==> config.mk <==
export PLATFORM = sky130hd
export DESIGN_NAME = lge_ram
export DESIGN_NICKNAME = d
export VERILOG_FILES = /design/src/design/lge_ram.sv
export SDC_FILE = /design/constraint.sdc
export NUM_CORES = 1
export LEC_CHECK = 0
export ABC_AREA = 0
export BUFFER_PORTS_ARGS = -buffer_cell sky130_fd_sc_hd__buf_2
export CAP_MARGIN = 20
export CORE_ASPECT_RATIO = 0.75
export CORE_MARGIN = 2
export CORE_UTILIZATION = 40
export CTS_CLUSTER_SIZE = 24
export DETAILED_ROUTE_END_ITERATION = 12
export SETUP_SLACK_MARGIN = 0.2
export SLEW_MARGIN = 40
export SYNTH_ARGS = -nofsm -noshare
export SYNTH_HDL_FRONTEND = slang
export SYNTH_SLANG_ARGS = --single-unit
==> constraint.sdc <==
create_clock -name clock -period 2.45 [get_ports clock]
set_input_delay 0.49 -clock clock [delete_from_list [all_inputs] [get_ports clock]]
set_output_delay 0.49 -clock clock [all_outputs]
set_load 0.01 [all_outputs]
==> src/design/lge_ram.sv <==
// lge_ram: generic simple dual-port RAM, one write and one registered read per cycle.
// Standalone; no package needed.
module lge_ram #(
   parameter  int WIDTH = 8,
   parameter  int DEPTH = 64,
   localparam int AW    = (DEPTH > 1) ? $clog2(DEPTH) : 1
) (
   input  logic             clock,
   input  logic             wr_en,
   input  logic [AW-1:0]    wr_addr,
   input  logic [WIDTH-1:0] wr_data,
   input  logic             rd_en,
   input  logic [AW-1:0]    rd_addr,
   output logic [WIDTH-1:0] rd_data
);

   logic [WIDTH-1:0] mem_ff [DEPTH];
   logic [WIDTH-1:0] rd_data_ff;

   always_ff @(posedge clock) begin
      if (wr_en) begin
         mem_ff[wr_addr] <= wr_data;
      end
      if (rd_en) begin
         rd_data_ff <= mem_ff[rd_addr];
      end
   end

   assign rd_data = rd_data_ff;

endmodule

; ---- Word level (Yosys, flattened, before mapping)
; Memory sizes are Yosys's and may differ from the RTL's. A register that Yosys moved wholly into a read port is not among the register bits.
; Index checks and enable logic that the tools add are counted.
[totals]
ff_bits = 0
mem_bits_rw = 512
elab_cells = 3
memories = 1
[op_classes]
muxes = 2
[mem_list]
columns = name, depth, word_bits, read_ports, rd_ports_with_merged_regs, write_ports, line
row1 = mem_ff, 64, 8, 1, 1, 1, 17  ; logic [WIDTH-1:0] mem_ff [DEPTH];
[ops]
columns = operator, n
row1 = $mux 1, 2

; ---- Logic depth before layout (Yosys ltp)
; Gate-level depths: netlist of run 1.
[depth]
word_depth = 2
depth_mapped = 9

; ---- Worst setup path before layout of run 1
; No wires, ideal clock.
[synth_path]
kind = input -> register
startpoint = in rd_addr[1]
endpoint = reg rd_data_ff[3] (netlist: rd_data[3]) (read register of mem_ff) (data pin)
setup_time_ns = 0.266
arrival_time_ns = 2.030
required_time_ns = 2.184
path_slack_ns = 0.154
stages = 7
path_buffers = 3
cell_sequence = buf_4 > buf_2 > buf_2 > mux4_2 > mux4_2 > o21ai_1 > o41ai_1
[synth_rtl]
columns = element, line
row1 = start: declaration, 13  ; input logic [AW-1:0] rd_addr,
row2 = end: declaration, 18  ; logic [WIDTH-1:0] rd_data_ff;

==> summary.md, run 1 <==
| Metric | Value |
|---|---|
| Initial Util | `0.4041` |
| Max Freq | `0.4625 GHz` |
| Top cells by count, synth | `edfxtp_1 (520), mux4_2 (126), nor2_1 (83)` |
| Hold Buf Count CTS | `0` |
| CP Capture Point | `rd_data[0]` |
| Critical Path Source | `rd_addr[0]` |
| Die Height | `198.8 um` |
| Layout cells sized above 1 | `0.3403` |
| Cell taking the most area after synthesis | `edfxtp_1` |
| Clk slew on worst S/H paths | `70 ps` |
| Ratio of final minimum period to clock period | `0.8825` |
| Root Driver | `clkbuf_16` |
| Die X | `263.8 um` |
| YS warnings | `0` |
| Min-Delay Path Class | `primary input to flop` |
| First-pass GRT wire length | `69700 um` |
| RSZ-0062 raised after global routing | `no` |
| Cell with the most instances after synthesis | `edfxtp_1` |
| Reg-to-reg critical path endpoint | `rd_data[4]` |
| P_leak | `7.680 nW` |
| Critical path class | `primary input to flop` |
| Routability cong. | `0.8226` |
| Area delta synth->final | `17.58%` |
| Via count | `10080` |
| Top delay family on crit path | `multiplexers` |
| Yosys cell types | `39` |
| Vias in the first global route | `10090` |
| Drt first pass iters | `5` |
| DRC | `0` |
| Post_cts resized | `0` |
| Final hold vios | `0` |
| Worst Path Max Fanout | `9` |
| Slew headroom | `0.4815` |
| Core area | `50100 um2` |
| Io pins | `31` |
| Max-slew violations | `0` |
| Net switching power | `0.003914 W` |
| Final setup violation count | `0` |
| Grt ovf | `0` |
| CTS Buf Count | `48` |
| Slowest CP cell | `mux4_2` |
| Largest net degree at the start of global routing | `65` |
| Synthesized area | `20250 um2` |
| H-tree Lvls | `2` |
| Post-place instance area | `22200 um2` |
| Critical path, cell by cell | `clkbuf_8 > buf_4 > buf_12 > mux4_2 > mux2i_1 > o2111ai_1 > nand2_1 > o2bb2ai_1` |
| Top post-synthesis cells by area | `edfxtp_1 (77%), mux4_2 (14%), nor2_1 (1.5%), mux2i_1 (1.1%), mux2_2 (0.72%)` |
| Final min period | `2162 ps` |
| WP depth | `8` |
| Mean area per synthesized cell | `21.54 um2` |
| Clock group share of total power | `0.411` |
| Clock sink total | `520` |
| Logic pwr share | `0.055` |
| Setup ws final | `287.8 ps` |
| Total GRT Usage | `0.1838` |
| Asr flop ratio synth | `0` |
| Least-Margin Pin Slew | `777.8 ps` |
| Maximum vdd drop | `596.9 uV` |
| Worst hold margin | `302.5 ps` |
| Internal | `0.01462 W` |
| TritonCTS clock tree | `done` |
| WP buf/inv | `3` |
| Worst Setup Start Kind | `primary input` |
| Die ar. | `52450 um2` |
| Dpl hpwl | `31180 um` |
| Max stage delay on crit path | `490 ps` |
| Worst slack, placed | `-278.1 ps` |
| Worst R2R Setup Slack | `330 ps` |
| Reg2Reg Depth | `5` |
| Post-Route WL | `47440 um` |
| Drt wl/cell | `26.19 um` |
| Synth top area share | `0.7712` |
| Post-DRT Antenna Nets | `0` |
| Crit path DAT | `2480 ps` |
| Post-synthesis sequential area ratio | `0.7712` |
| Final clock skew | `22.77 ps` |
| CP Data Required Time | `2770 ps` |
| Sw Share | `0.2112` |
| Power per Cell Area | `778.4 nW/um2` |
| PortBufs | `30` |
| Crit end category | `flop` |
| Final core utilization | `0.4752` |
| Antenna violations before repair | `1` |
| EDFF count, synth | `520` |
| Nets@finish | `1136` |
| Clock buffer depth | `3` |
| Syn Nets | `963` |
| FF+latch count, synth | `520` |
| Synth Instances | `940` |
| Worst r2r src | `mem_ff[16][4]` |
| Site Rows | `71` |
| Via density per instance | `5.566` |
| Ys flop type | `edfxtp_1` |
| Outcome | `complete, no violations` |
| Skew-Pair Late Insertion Delay | `580 ps` |
| Setup_tns | `0 ps` |
| Max-cap violations | `0` |
| Post-CTS Setup Repair Bufs | `0` |
| Final instance area | `23810 um2` |
| Iteration-0 DRC Markers | `1227` |
| Sequential share of power | `0.534` |
[cell usage in the layout (no fill, tap or decap), types with 7 or more instances in the layout]
cell       Yosys  routed
buf_12         2      16
buf_2         11      27
buf_4         13     130
clkbuf_16      0      49
clkinv_2       0      15
edfxtp_1     520     520
mux2_2        13      13
mux2i_1       23      23
mux4_2       126     126
nand2_1       19      19
nand2b_1       7       7
nand3_1       13      13
nor2_1        83      83
nor2b_1       14      14
nor3_1         7       7
o221ai_1       8       8
o22ai_1        8       8
[how the worst min path moves through the flow]
stage                     slack, ps      endpoint     startpoint  cells past startpoint
after floorplan                 590  mem_ff[0][0]     wr_data[0]                      0
after global placement          890    rd_data[2]  mem_ff[23][2]                      4
after detailed placement        900    rd_data[7]          rd_en                      1
after CTS                       280    rd_data[4]          rd_en                      1
after global routing            280    rd_data[4]          rd_en                      1
final                           300    rd_data[4]          rd_en                      1
[cells by family after synthesis]
| logic type | after synthesis | synth area share |
|---|---|---|
| buffers and inverters | 51 | 0.01563 |
| DFF | 520 | 0.7712 |
| muxes | 162 | 0.1588 |
| AOI/OAI and AO/OA | 54 | 0.02064 |
| and+or+nand+nor | 153 | 0.03374 |
[layer usage]
layer | wire, um | vias to the layer above | GRT usage
li1 | - | 4283 | -
met1 | 22370 | 5345 | 0.2848
met2 | 20130 | 377 | 0.2631
met3 | 3964 | 73 | 0.04283
met4 | 960 | 2 | 0.04314
met5 | 16 | - | 0
[worst register-to-register path, cell delays in order (launching register included)]
cell,delay (ps)
edfxtp_1,370
mux4_2,490
mux2_2,310
o221a_2,290
nor3_1,310
o32ai_1,130
[power groups by stage]
stage	clock (W)	combinational (W)	sequential, W
after floorplan	0	0.000526	0.0101
after global placement	0	0.00101	0.0101
after detailed placement	0	0.00103	0.0101
after CTS	0.00776	0.00103	0.00989
after global routing	0.00813	0.00110	0.00989
final	0.00762	0.00102	0.00989
[state kept, by name, indices dropped and copies added (netlist names)]
| signal | flops |
|---|---|
| rd_data | 8 |
| mem_ff | 512 |
[final cells by class]
| class | instances | area, um2 |
|---|---|---|
| Clock buffer | 55 | 1249 |
| Tap cell | 657 | 822.0 |
| Antenna cell | 2 | 5.005 |
| Clock inverter | 34 | 355.3 |
| Timing Repair Buffer | 174 | 1445 |
| Sequential cell | 520 | 15620 |
| Fill cell | 4128 | 26300 |
| Multi-Input combinational cell | 369 | 4315 |
[per-stage QoR]
stage / power, W / instances
global route: 0.01911 / 1809
global placement: 0.01109 / 1720
CTS: 0.01868 / 1809
finish: 0.01853 / 1811
floorplan: 0.01060 / 940
detailed placement: 0.01111 / 1720
(Power assumes the default switching activity.)
==> inputs of run 2 (changes only) <==
--- a/config.mk
+++ b/config.mk
@@ -7,10 +7,9 @@
 export LEC_CHECK = 0
 export ABC_AREA = 0
 export BUFFER_PORTS_ARGS = -buffer_cell sky130_fd_sc_hd__buf_2
-export CAP_MARGIN = 20
 export CORE_ASPECT_RATIO = 0.75
 export CORE_MARGIN = 2
-export CORE_UTILIZATION = 40
+export CORE_UTILIZATION = 35
 export CTS_CLUSTER_SIZE = 24
 export DETAILED_ROUTE_END_ITERATION = 12
 export SETUP_SLACK_MARGIN = 0.2
==> constraint.sdc (replaced) <==
create_clock -name clock -period 2.45 [get_ports clock]
set_input_delay 0.49 -clock clock [delete_from_list [all_inputs] [get_ports clock]]
set_output_delay 0.49 -clock clock [all_outputs]
set_load 0.1 [all_outputs]
==> run 2 against run 1 <==
  * Critical path depth down 3
  * Cell area up 0.75%
  * Via count up 1.2%
  * Final cell count up 6.9%
  * Critical path type is now flop to flop
  * Flip-flop and latch count unchanged
  * Global-route usage down 1.8 points
==> summary.md, run 2 (synthesis results as in run 1) <==
| Metric | Value |
|---|---|
| RSZ-0062 raised after global routing | `yes` |
| Critical path, cell by cell | `mux4_2 > mux2_2 > o221a_2 > nor3_1 > o32ai_1` |
| Hold Buf Count CTS | `0` |
| GR peak layer | `met1` |
| Power per Cell Area | `775.5 nW/um2` |
| Post-DRT Antenna Nets | `0` |
| Ratio of final minimum period to clock period | `0.8795` |
| Most frequent cells in the layout | `edfxtp_1 (520), buf_4 (131), mux4_2 (126), nor2_1 (83), clkbuf_16 (51)` |
| Max Freq | `0.4641 GHz` |
| Post-Route WL | `48610 um` |
| Io pins | `31` |
| Final hold vios | `0` |
| Final core utilization | `0.4183` |
| Nets@finish | `1140` |
| Initial Util | `0.3531` |
| Final non-filler cell total | `1936` |
| Root Driver | `clkbuf_16` |
| Die ar. | `59810 um2` |
| Site Rows | `76` |
| Outcome | `complete, no violations` |
| Final setup violation count | `0` |
| Maximum vdd drop | `471.8 uV` |
| Die Height | `212.3 um` |
| Crit end category | `flop` |
| Dpl hpwl | `32180 um` |
| Critical Path Source | `mem_ff[28][4]` |
| P_leak | `7.684 nW` |
| Min-Delay Path Class | `primary input to flop` |
| CTS Buf Count | `50` |
| Grt ovf | `0` |
| Final min period | `2155 ps` |
| H-tree Lvls | `2` |
| Die X | `281.7 um` |
| Setup_tns | `0 ps` |
| Area delta synth->final | `18.46%` |
| Final clock skew | `22.26 ps` |
| Clock buffer depth | `3` |
| Top reg by flops | `mem_ff` |
| Post-CTS Setup Repair Bufs | `0` |
| Max-slew violations | `0` |
| Max reg flops | `512` |
| First-pass GRT wire length | `71370 um` |
| Drt wl/cell | `25.11 um` |
| Worst Setup Start Kind | `flop` |
| Slew headroom | `0.4779` |
| Critical path class | `flop to flop` |
| TritonCTS clock tree | `done` |
| Clk slew on worst S/H paths | `70 ps` |
| Setup ws final | `295.2 ps` |
| Core area | `57340 um2` |
| Total GRT Usage | `0.1658` |
| Worst Path Max Fanout | `1` |
| Layout fillers | `4962` |
| Tot Pwr | `0.01860 W` |
| Max stage delay on crit path | `480 ps` |
| PortBufs | `30` |
| DRC | `0` |
| Iteration-0 DRC Markers | `1184` |
| Via count | `10200` |
| Slowest CP cell | `mux4_2` |
| Worst r2r src | `mem_ff[28][4]` |
| Via density per instance | `5.268` |
| Layout cells sized above 1 | `0.3374` |
| Placed cell count | `1845` |
| CP Data Required Time | `2750 ps` |
| Commonest non-fill, non-tap cell in the layout | `edfxtp_1` |
| Clock sink total | `520` |
| Vias in the first global route | `10230` |
| GR Util met1 | `0.2487` |
| HP Start | `rd_en` |
| Antenna violations before repair | `0` |
| Routability cong. | `0.8124` |
| Crit path DAT | `2450 ps` |
| Skew-Pair Late Insertion Delay | `570 ps` |
| Met3 GRT Util | `0.05110` |
| Worst slack, placed | `-357.7 ps` |
| Max-cap violations | `0` |
| Global Route met2 Usage | `0.2377` |
| Drt first pass iters | `5` |
| Largest net degree at the start of global routing | `65` |
| # diodes | `0` |
| Least-Margin Pin Slew | `783.2 ps` |
run 2: layer usage:
| metal | routed length (um) | up-vias |
|---|---|---|
| met4 | 853 | 0 |
| met1 | 22240 | 5434 |
| met3 | 4714 | 62 |
| met2 | 20800 | 406 |
| met5 | 0 | - |
| li1 | - | 4297 |
run 2: final timing paths:
check / to / slack, ps / cells after the start
setup / recovery: rd_data[4] / 300 / 5
hold / removal: rd_data[3] / 310 / 1
setup reg to reg: rd_data[4] / 300 / 5
hold reg to reg: rd_data[7] / 970 / 4
run 2: what timing repair did:
| item | CTS | global route |
|---|---|---|
| hold endpoints to repair | 0 | 0 |
| resized for setup | 0 | 1 |
| endpoints found under the setup margin | 0 | 2 |
run 2: area by class of cell:
type	count	area [um2]	share of cell area
well taps	780	975.9	0.04069
clock buffers	57	1299	0.05415
repair buffers	176	1479	0.06166
flip-flops and latches	520	15620	0.6511
clock inverters	34	300.3	0.01252
multi-input cells	369	4315	0.1799
run 2: where the power goes:
group | internal [W] | switching (W) | leakage, nW | total (W)
Clock | 0.00433 | 0.00326 | 0.774 | 0.00759
Combinational | 0.000432 | 0.000682 | 2.23 | 0.00111
Sequential | 0.00986 | 0.0000337 | 4.69 | 0.00990
Total | 0.0146 | 0.00398 | 7.68 | 0.0186
run 2: metrics by stage:
stage | hold WS, ps | instance area (um2)
2_1_floorplan | 588.9 | 20250
3_3_place_gp | 878.4 | 22380
3_5_place_dp | 878.8 | 22380
4_1_cts | 278.0 | 23980
5_1_grt | 281.8 | 23980
6_report | 308.0 | 23980
run 2: critical path: cells and delay by family, from the launching register on:
| family | cells | cell delay [ps] |
|---|---|---|
| DFF | 1 | 370 |
| AOI/OAI and AO/OA | 2 | 410 |
| and+or+nand+nor | 1 | 330 |
| muxes | 2 | 760 |
